File: config.mk
export PLATFORM = sky130hd
export DESIGN_NAME = transport_server_segment_fsm
export DESIGN_NICKNAME = d
export VERILOG_FILES = /design/src/sv/tssf_pkg.sv /design/src/sv/tssf_match.sv /design/src/sv/tssf_conn_table.sv /design/src/sv/transport_server_segment_fsm.sv
export SDC_FILE = /design/constraint.sdc
export NUM_CORES = 1
export LEC_CHECK = 0
export BUFFER_PORTS_ARGS = -buffer_cell sky130_fd_sc_hd__buf_4
export CORE_MARGIN = 2
export CORE_UTILIZATION = 25
export DETAILED_ROUTE_END_ITERATION = 12
export HOLD_SLACK_MARGIN = 0.03
export SYNTH_ARGS = -nofsm -noshare
export SYNTH_HDL_FRONTEND = slang
export SYNTH_SLANG_ARGS = --single-unit
File: constraint.sdc
create_clock -name clock -period 20.2 [get_ports clock]
set_input_delay 1.01 -clock clock [delete_from_list [all_inputs] [get_ports clock]]
set_output_delay 1.01 -clock clock [all_outputs]
set_load 0.05 [all_outputs]
File: src/sv/tssf_pkg.sv
// shared types and constants of the transport segment state machine
`timescale 1ns / 1ps
`default_nettype none

package tssf_pkg;

   localparam int NUM_ENTRIES = 4;
   localparam int IDX_W       = 2;
   localparam int PORT_W      = 16;
   localparam int SEQ_W       = 32;
   localparam int LEN_W       = 11;
   localparam int CSR_IDX_W   = 3;
   localparam int CSR_DATA_W  = 16;

   // configuration register indexes
   localparam logic [CSR_IDX_W-1:0] CSR_LOCAL_PORT_A = 3'd0;
   localparam logic [CSR_IDX_W-1:0] CSR_LOCAL_PORT_B = 3'd1;
   localparam logic [CSR_IDX_W-1:0] CSR_LOCAL_PORT_C = 3'd2;
   localparam logic [CSR_IDX_W-1:0] CSR_LOCAL_PORT_D = 3'd3;
   localparam logic [CSR_IDX_W-1:0] CSR_LISTEN_MASK  = 3'd4;

   typedef enum logic [1:0] {
      SEG_SYN   = 2'd0,
      SEG_FIN   = 2'd1,
      SEG_DATA  = 2'd2,
      SEG_OTHER = 2'd3
   } seg_kind_type;

   typedef enum logic [1:0] {
      ACK_SYN  = 2'd0,
      ACK_FIN  = 2'd1,
      ACK_DATA = 2'd2
   } ack_kind_type;

   typedef enum logic [1:0] {
      PHASE_IDLE       = 2'd0,
      PHASE_CONNECTED  = 2'd1,
      PHASE_CLOSE_WAIT = 2'd2
   } phase_type;

   typedef enum logic [1:0] {
      ST_IDLE = 2'd0,
      ST_SCAN = 2'd1,
      ST_EXEC = 2'd2
   } seq_state_type;

   typedef logic [NUM_ENTRIES-1:0][PORT_W-1:0] port_array_type;

   typedef struct packed {
      logic             done;
      logic             found;
      logic [IDX_W-1:0] index;
   } match_result_type;

   typedef struct packed {
      phase_type         phase;
      logic [PORT_W-1:0] peer;
      logic [SEQ_W-1:0]  expected;
   } entry_type;

   typedef struct packed {
      logic             en;
      logic [IDX_W-1:0] index;
      entry_type        entry;
   } entry_write_type;

endpackage

`default_nettype wire

File: src/sv/tssf_match.sv
// port match scanner: one comparator visits one connection entry per cycle
`timescale 1ns / 1ps
`default_nettype none

module tssf_match
   import tssf_pkg::*;
#(
   parameter int LIMIT = 4
) (
   input  wire logic              clock,
   input  wire logic              reset,
   input  wire logic              start,
   input  wire logic [PORT_W-1:0] dport,
   input  wire port_array_type    local_ports,
   input  wire logic [NUM_ENTRIES-1:0] enable_mask,
   output match_result_type       result
);

   localparam logic [IDX_W-1:0] LAST_IDX = IDX_W'(LIMIT - 1);

   logic             busy_ff;
   logic [IDX_W-1:0] idx_ff;
   logic             hit;
   logic             last;

   // the shared 16-bit compare
   assign hit  = busy_ff && enable_mask[idx_ff] && (local_ports[idx_ff] == dport);
   assign last = (idx_ff == LAST_IDX);

   assign result.done  = busy_ff && (hit || last);
   assign result.found = hit;
   assign result.index = idx_ff;

   always_ff @(posedge clock) begin
      if (reset) begin
         busy_ff <= 1'b0;
         idx_ff  <= '0;
      end else if (start) begin
         busy_ff <= 1'b1;
         idx_ff  <= '0;
      end else if (busy_ff) begin
         if (result.done) begin
            busy_ff <= 1'b0;
         end else begin
            idx_ff <= idx_ff + 1'b1;
         end
      end
   end

endmodule

`default_nettype wire

File: src/sv/tssf_conn_table.sv
// per-entry connection state: phase, peer port and expected sequence
`timescale 1ns / 1ps
`default_nettype none

module tssf_conn_table
   import tssf_pkg::*;
(
   input  wire logic                   clock,
   input  wire logic                   reset,
   input  wire logic [IDX_W-1:0]       rd_index,
   output entry_type                   rd_entry,
   input  wire entry_write_type        wr,
   input  wire logic [NUM_ENTRIES-1:0] close_mask
);

   entry_type entry_ff [NUM_ENTRIES];

   assign rd_entry = entry_ff[rd_index];

   always_ff @(posedge clock) begin
      if (reset) begin
         for (int i = 0; i < NUM_ENTRIES; i++) begin
            entry_ff[i] <= '0;
         end
      end else begin
         if (wr.en) begin
            entry_ff[wr.index] <= wr.entry;
         end
         // a closed entry reopens as a fresh listener, peer and sequence kept
         for (int i = 0; i < NUM_ENTRIES; i++) begin
            if (close_mask[i]) begin
               entry_ff[i].phase <= PHASE_IDLE;
            end
         end
      end
   end

endmodule

`default_nettype wire

File: src/sv/transport_server_segment_fsm.sv
// transport server segment state machine, top level
//
// usage: segment headers arrive on the req_ channel (valid/stall), one
// acknowledgement or none leaves per request on the rsp_ channel. the four
// local ports and the listen enable mask are written over the csr_ port; the
// user must do so only while the block is idle, which the block does not enforce.
// a request with a bad checksum is dropped as it is taken. otherwise the
// scanner compares one entry per cycle against the destination port,
// stopping at the first enabled match or at the last entry taking part,
// then the execute step runs the entry's state machine and loads the
// result register. a request with no enabled match ends after the scan;
// the result shows on rsp_valid in the cycle after the execute step. the
// scan time is set by the single port comparator in the scanner.
// req_stall is low only while the sequencer is idle; the result register
// lets a new request enter while the previous acknowledgement waits.
// when rsp_stall holds the result register full, the execute step waits
// and no entry state changes until the register frees up.
// reset clears the configuration and sequencer registers, entry state and the output valid flag.
`timescale 1ns / 1ps
`default_nettype none

module transport_server_segment_fsm
   import tssf_pkg::*;
#(
   parameter int NUM_CONNECTIONS = 4,
   parameter int MAX_PAYLOAD     = 1024
) (
   input  wire logic                  clock,
   input  wire logic                  reset,
   // request channel
   input  wire logic                  req_valid,
   output logic                       req_stall,
   input  wire logic                  req_checksum_good,
   input  wire logic [1:0]            req_seg_type,
   input  wire logic [PORT_W-1:0]     req_source_port,
   input  wire logic [PORT_W-1:0]     req_destination_port,
   input  wire logic [SEQ_W-1:0]      req_sequence_number,
   input  wire logic [LEN_W-1:0]      req_payload_length,
   // result channel
   output logic                       rsp_valid,
   input  wire logic                  rsp_stall,
   output logic [1:0]                 rsp_ack_kind,
   output logic [PORT_W-1:0]          rsp_ack_source_port,
   output logic [PORT_W-1:0]          rsp_ack_destination_port,
   output logic [SEQ_W-1:0]           rsp_ack_number,
   output logic [IDX_W-1:0]           rsp_entry_index,
   output logic                       rsp_payload_accepted,
   // configuration port
   input  wire logic                  csr_write_en,
   input  wire logic [CSR_IDX_W-1:0]  csr_index,
   input  wire logic [CSR_DATA_W-1:0] csr_data
);

   // entries beyond the four with port registers never take part
   localparam int LIMIT = (NUM_CONNECTIONS < NUM_ENTRIES) ? NUM_CONNECTIONS : NUM_ENTRIES;
   localparam logic [16:0] MAX_LEN = 17'(MAX_PAYLOAD);

   // configuration registers
   port_array_type         local_port_ff;
   logic [NUM_ENTRIES-1:0] listen_mask_ff;
   logic [NUM_ENTRIES-1:0] close_mask;

   // captured request
   seg_kind_type      seg_ff;
   logic [PORT_W-1:0] sport_ff;
   logic [PORT_W-1:0] dport_ff;
   logic [SEQ_W-1:0]  seq_ff;
   logic [LEN_W-1:0]  len_ff;
   logic [IDX_W-1:0]  ent_ff;

   // sequencer
   seq_state_type    state_ff;
   seq_state_type    state_in;
   logic             req_accept;
   logic             scan_start;
   match_result_type match;

   // entry table access
   entry_type       cur;
   entry_write_type wr;

   // execute step decision
   logic             out_free;
   logic             emit;
   ack_kind_type     kind;
   logic [PORT_W-1:0] ack_sport;
   logic [PORT_W-1:0] ack_dport;
   logic [SEQ_W-1:0]  ack_num;
   logic              acc;
   logic              seq_match;
   logic [SEQ_W-1:0]  exp_sum;
   logic              len_ok;

   // result register
   logic              rsp_valid_ff;
   ack_kind_type      rsp_kind_ff;
   logic [PORT_W-1:0] rsp_sport_ff;
   logic [PORT_W-1:0] rsp_dport_ff;
   logic [SEQ_W-1:0]  rsp_num_ff;
   logic [IDX_W-1:0]  rsp_idx_ff;
   logic              rsp_acc_ff;

   assign req_stall  = (state_ff != ST_IDLE);
   assign req_accept = req_valid && !req_stall;
   assign scan_start = req_accept && req_checksum_good;
   assign out_free   = !rsp_valid_ff || !rsp_stall;

   // configuration writes
   always_comb begin
      close_mask = '0;
      if (csr_write_en && (csr_index == CSR_LISTEN_MASK)) begin
         close_mask = listen_mask_ff & ~csr_data[NUM_ENTRIES-1:0];
      end
   end

   always_ff @(posedge clock) begin
      if (reset) begin
         local_port_ff  <= '0;
         listen_mask_ff <= '0;
      end else if (csr_write_en) begin
         unique case (csr_index)
            CSR_LOCAL_PORT_A: local_port_ff[0] <= csr_data;
            CSR_LOCAL_PORT_B: local_port_ff[1] <= csr_data;
            CSR_LOCAL_PORT_C: local_port_ff[2] <= csr_data;
            CSR_LOCAL_PORT_D: local_port_ff[3] <= csr_data;
            CSR_LISTEN_MASK:  listen_mask_ff   <= csr_data[NUM_ENTRIES-1:0];
            default: ;  // unknown index, write ignored
         endcase
      end
   end

   // port match scanner
   tssf_match #(
      .LIMIT(LIMIT)
   ) u_match (
      .clock      (clock),
      .reset      (reset),
      .start      (scan_start),
      .dport      (dport_ff),
      .local_ports(local_port_ff),
      .enable_mask(listen_mask_ff),
      .result     (match)
   );

   // connection state table
   tssf_conn_table u_table (
      .clock     (clock),
      .reset     (reset),
      .rd_index  (ent_ff),
      .rd_entry  (cur),
      .wr        (wr),
      .close_mask(close_mask)
   );

   // request capture and matched entry
   always_ff @(posedge clock) begin
      if (req_accept) begin
         seg_ff   <= seg_kind_type'(req_seg_type);
         sport_ff <= req_source_port;
         dport_ff <= req_destination_port;
         seq_ff   <= req_sequence_number;
         len_ff   <= req_payload_length;
      end
      if (state_ff == ST_SCAN && match.done) begin
         ent_ff <= match.index;
      end
   end

   // the shared 32-bit compare and add of the execute step
   assign seq_match = (seq_ff == cur.expected);
   assign exp_sum   = cur.expected + SEQ_W'(len_ff);
   assign len_ok    = (17'(len_ff) <= MAX_LEN);

   // entry state machine; matched local port equals the held destination port
   always_comb begin
      emit      = 1'b0;
      kind      = ACK_SYN;
      ack_sport = dport_ff;
      ack_dport = cur.peer;
      ack_num   = cur.expected;
      acc       = 1'b0;
      wr.en     = 1'b0;
      wr.index  = ent_ff;
      wr.entry  = cur;
      unique case (cur.phase)
         PHASE_IDLE, PHASE_CONNECTED: begin
            if (seg_ff == SEG_SYN) begin
               // open or restart the connection
               emit              = 1'b1;
               kind              = ACK_SYN;
               ack_dport         = sport_ff;
               ack_num           = seq_ff;
               wr.en             = 1'b1;
               wr.entry.phase    = PHASE_CONNECTED;
               wr.entry.peer     = sport_ff;
               wr.entry.expected = seq_ff;
            end else if (cur.phase == PHASE_CONNECTED) begin
               if (seg_ff == SEG_FIN && seq_match) begin
                  emit           = 1'b1;
                  kind           = ACK_FIN;
                  wr.en          = 1'b1;
                  wr.entry.phase = PHASE_CLOSE_WAIT;
               end else if (seg_ff == SEG_DATA && len_ok) begin
                  emit = 1'b1;
                  kind = ACK_DATA;
                  if (seq_match) begin
                     ack_num           = exp_sum;
                     acc               = 1'b1;
                     wr.en             = 1'b1;
                     wr.entry.expected = exp_sum;
                  end else begin
                     // out of order: echo the segment's ports swapped
                     ack_dport = sport_ff;
                  end
               end
            end
         end
         PHASE_CLOSE_WAIT: begin
            if (seg_ff == SEG_FIN) begin
               emit = 1'b1;
               kind = ACK_FIN;
            end
         end
         default: ;  // unused phase, segment ignored
      endcase
      // nothing changes until the result register can take the result
      if (state_ff != ST_EXEC || !out_free) begin
         emit  = 1'b0;
         wr.en = 1'b0;
      end
   end

   // sequencer next state
   always_comb begin
      state_in = state_ff;
      unique case (state_ff)
         ST_IDLE: begin
            if (scan_start) begin
               state_in = ST_SCAN;
            end
         end
         ST_SCAN: begin
            if (match.done) begin
               state_in = match.found ? ST_EXEC : ST_IDLE;
            end
         end
         ST_EXEC: begin
            if (out_free) begin
               state_in = ST_IDLE;
            end
         end
         default: state_in = ST_IDLE;
      endcase
   end

   always_ff @(posedge clock) begin
      if (reset) begin
         state_ff <= ST_IDLE;
      end else begin
         state_ff <= state_in;
      end
   end

   // result register
   always_ff @(posedge clock) begin
      if (reset) begin
         rsp_valid_ff <= 1'b0;
      end else if (emit) begin
         rsp_valid_ff <= 1'b1;
      end else if (!rsp_stall) begin
         rsp_valid_ff <= 1'b0;
      end
   end

   always_ff @(posedge clock) begin
      if (emit) begin
         rsp_kind_ff  <= kind;
         rsp_sport_ff <= ack_sport;
         rsp_dport_ff <= ack_dport;
         rsp_num_ff   <= ack_num;
         rsp_idx_ff   <= ent_ff;
         rsp_acc_ff   <= acc;
      end
   end

   assign rsp_valid                = rsp_valid_ff;
   assign rsp_ack_kind             = rsp_kind_ff;
   assign rsp_ack_source_port      = rsp_sport_ff;
   assign rsp_ack_destination_port = rsp_dport_ff;
   assign rsp_ack_number           = rsp_num_ff;
   assign rsp_entry_index          = rsp_idx_ff;
   assign rsp_payload_accepted     = rsp_acc_ff;

endmodule

`default_nettype wire

==> flow_metrics.tcl <==
set metrics [dict create \
    dp_cells 2528 \
    fp.dieW_um 278 \
    track_usage 0.134 \
    path_clk_slew_ns 0.07 \
    yosysWarnings 0 \
    clock-sinks 424 \
    io_pins 173 \
    yosys.area_share.simple 0.129 \
    crit_chain "buf_4 > mux2_2 > o21ai_4 > inv_1 > xnor2_1 > nand4_1 > nor4_4 > a31oi_1 > o21ai_2 > nand4_1 > buf_4 > nand2_2 > buf_4" \
    worstSkewPairLatency_ns 0.57 \
    cts_max_path_buffers 3 \
    start_util 0.252 \
    powerDensity_nw_per_um2 84.7 \
    coreArea_sq_um 74400 \
    synth_top_family_by_area "simple AND/OR/NAND/NOR gates" \
    final.period_utilization 0.277 \
    fmax_ghz 0.179 \
    max-slew-margin-rel 0.262 \
    htreeDepth 2 \
    power.total_uw 1920 \
    hold_viol_final 0 \
    ctsRootBufferMaster "clkbuf_16" \
    first_global_vias 12541 \
    gp_congestion 0.868 \
    antenna_cells 0 \
    ir_drop_mv 0.0609 \
    finalCriticalPeriod_ns 5.59 \
    cts-hold-fix-buffers 0 \
    rsz0062_at_grt "false" \
    firstDrtPassIters 7 \
    nets 1719 \
    fillCellCount 7427 \
    cts_buffers 43 \
    yosysTopAreaCell "edfxtp_1" \
    design.die.area_sq_um 77300 \
    worst_pin_slew_ns 1.11 \
    end_kind "register" \
    synth_top_area_frac 0.556 \
    cp_max_fo 48 \
    dp_hpwl_mm 34.6 \
    core.rowCount 100 \
    stdcell_count 2603 \
    synth_cell_types 58 \
    cts_tree "done" \
    hp-class "reg -> reg" \
    area.growth.synth_to_final_pct 20.4 \
    fin_skew_ns 0.0303 \
    synth_compound_area_frac 0.0669 \
    async_reset_ff_frac 0 \
    portBuffers 172 \
    cap_violations 0 \
    die_h_um 278 \
    run_status "finished clean" \
    synth_ff_type "edfxtp_1" \
    critPathKind "reg -> reg" \
    netlist_area_sq_um 18800 \
    routed_wirelength_mm 53.0 \
    yosys_register_bits 424 \
    synth_edf_count 348 \
    wl_per_cell_um 20.4 \
    cp.buffers_inverters 4 \
    slew_viol_final 0 \
    syn_inst 1440 \
    leakagePower_uw 0.00783 \
    grt_overflow 0 \
    grt_pass1_wl_mm 79.4 \
    grt_max_degree 76 \
    antenna_found_initial 4 \
    viasPerCell 4.81 \
    synth.avg_cell_area_sq_um 13.0 \
    ctsResizeCount 0 \
    cts_setup_buffers 0 \
    fin_util 0.304 \
    multi_input_area_sq_um 6450 \
    yosys-top-cells-area "edfxtp_1, dfxtp_1, mux4_2" \
    hold_ws_ns 0.453 \
    cp_slowest_stage_delay_ns 0.67 \
    crit_family "buffers and inverters" \
    synth.yosys.seq_area_share 0.637 \
    startpoint_type "register" \
    setup_viol 0 \
    drt_iter0_markers 943 \
    drive_gt1_frac 0.228 \
    critical_path.most_common_cell "buf_4" \
    cp_data_arrival_time_ns 5.77 \
    synthAdderAreaFrac 0.00906 \
    via_count 12528 \
    ant_nets 0 \
    synth_nets 1555 \
    remaining_drc_errors 0 \
    setup_tns_ns 0 \
    synth_xor_xnor_area_share 0.0266 \
    cp_slowest_cell "dfxtp_4" \
    regArea_sq_um 12000 \
    required_ns 20.38 \
    synthMuxAreaShare 0.108 \
]
worst paths after layout:
path / start / end / slack [ns] / cells after the start
max: register / u_table.entry_ff[3][26]$_SDFFCE_PN0P_ / 14.61 / 13
min: local_port_ff[33]$_SDFFE_PP0P_ / local_port_ff[33]$_SDFFE_PP0P_ / 0.45 / 2
max reg2reg: register / u_table.entry_ff[3][26]$_SDFFCE_PN0P_ / 14.61 / 13
min reg2reg: local_port_ff[33]$_SDFFE_PP0P_ / local_port_ff[33]$_SDFFE_PP0P_ / 0.45 / 2
sequential cells by signal, summed over array words and instances, names as in the netlist, named ones only:
signal,flops
seg_ff,2
listen_mask_ff,4
local_port_ff,64
u_match.busy_ff,1
len_ff,11
rsp_ack_kind,2
rsp_ack_source_port,16
ack_sport,16
rsp_entry_index,2
seq_ff,32
ent_ff,2
sport_ff,16
u_match.idx_ff,2
rsp_valid,1
u_table.entry_ff,200
rsp_ack_number,32
rsp_payload_accepted,1
state_ff,2
rsp_ack_destination_port,16
cell type report:
class	count	area share
clock buffer	59	0.0548
clock inverter	16	0.00741
inverter	31	0.00514
multi-input combinational	909	0.285
sequential	424	0.529
tap	969	0.0536
timing repair buffer	195	0.0647
cell families after synthesis:
logic type               count (synthesis)
adder cells (fa/ha/maj)                 13
flip-flops                             424
AND/OR/NAND/NOR                        530
buffers and inverters                  107
AO/OA/AOI/OAI                          190
multiplexers                           119
XOR/XNOR                                57
per-layer routing:
metal  routed length (um)  vias to the layer above  track usage
met1                21900                     6248        0.175
met2                25800                      493        0.227
li1                     -                     5709            -
met4                  847                        8       0.0266
met5                   55                        -            0
met3                 4330                       70       0.0322
placed cells by master (no fill, tap or decap), types with 6 or more instances in the layout:
cell	n
nand3_1	20
and3_1	7
and2_1	22
mux2i_1	28
a211oi_1	10
clkinv_1	6
buf_4	195
nand2_1	158
nor4_1	6
o31ai_1	8
nand4_1	18
edfxtp_1	348
a21oi_1	81
clkbuf_16	46
o211ai_1	8
ha_1	12
dfxtp_1	74
nor2b_1	8
nand2b_1	9
xnor2_1	55
a2111oi_0	17
o22ai_1	14
nor2_1	186
or3_1	7
o21ai_0	8
nor3_1	52
inv_1	31
clkbuf_1	9
mux4_2	65
o22a_1	7
mux2_2	25
worst min-delay path, stage by stage, from the launching register on:
cell	delay [ns]
dfxtp_1	0.31
nand2_1	0.05
a21oi_1	0.05
through the flow:
step	cell area (sq um)	setup WS [ns]
final	22600	14.61
after global routing	22600	14.23
after CTS	22600	14.57
after detailed placement	21200	14.62
after global placement	21200	14.76
after floorplan	18800	12.42
synth_stat cells, drive strengths merged (24+ instances only):
| cell type | count |
|---|---|
| clkbuf | 45 |
| nor3 | 52 |
| xnor2 | 55 |
| dfxtp | 76 |
| mux2 | 25 |
| nand2 | 163 |
| inv | 30 |
| nand3 | 24 |
| edfxtp | 348 |
| a21oi | 81 |
| mux4 | 65 |
| mux2i | 29 |
| buf | 31 |
| nor2 | 186 |
report_power, final:
group	internal [uW]	switching [uW]
registers	974	15.7
logic	47.4	73.4
clock network	468	340
Power figures use the tool's default switching activity.
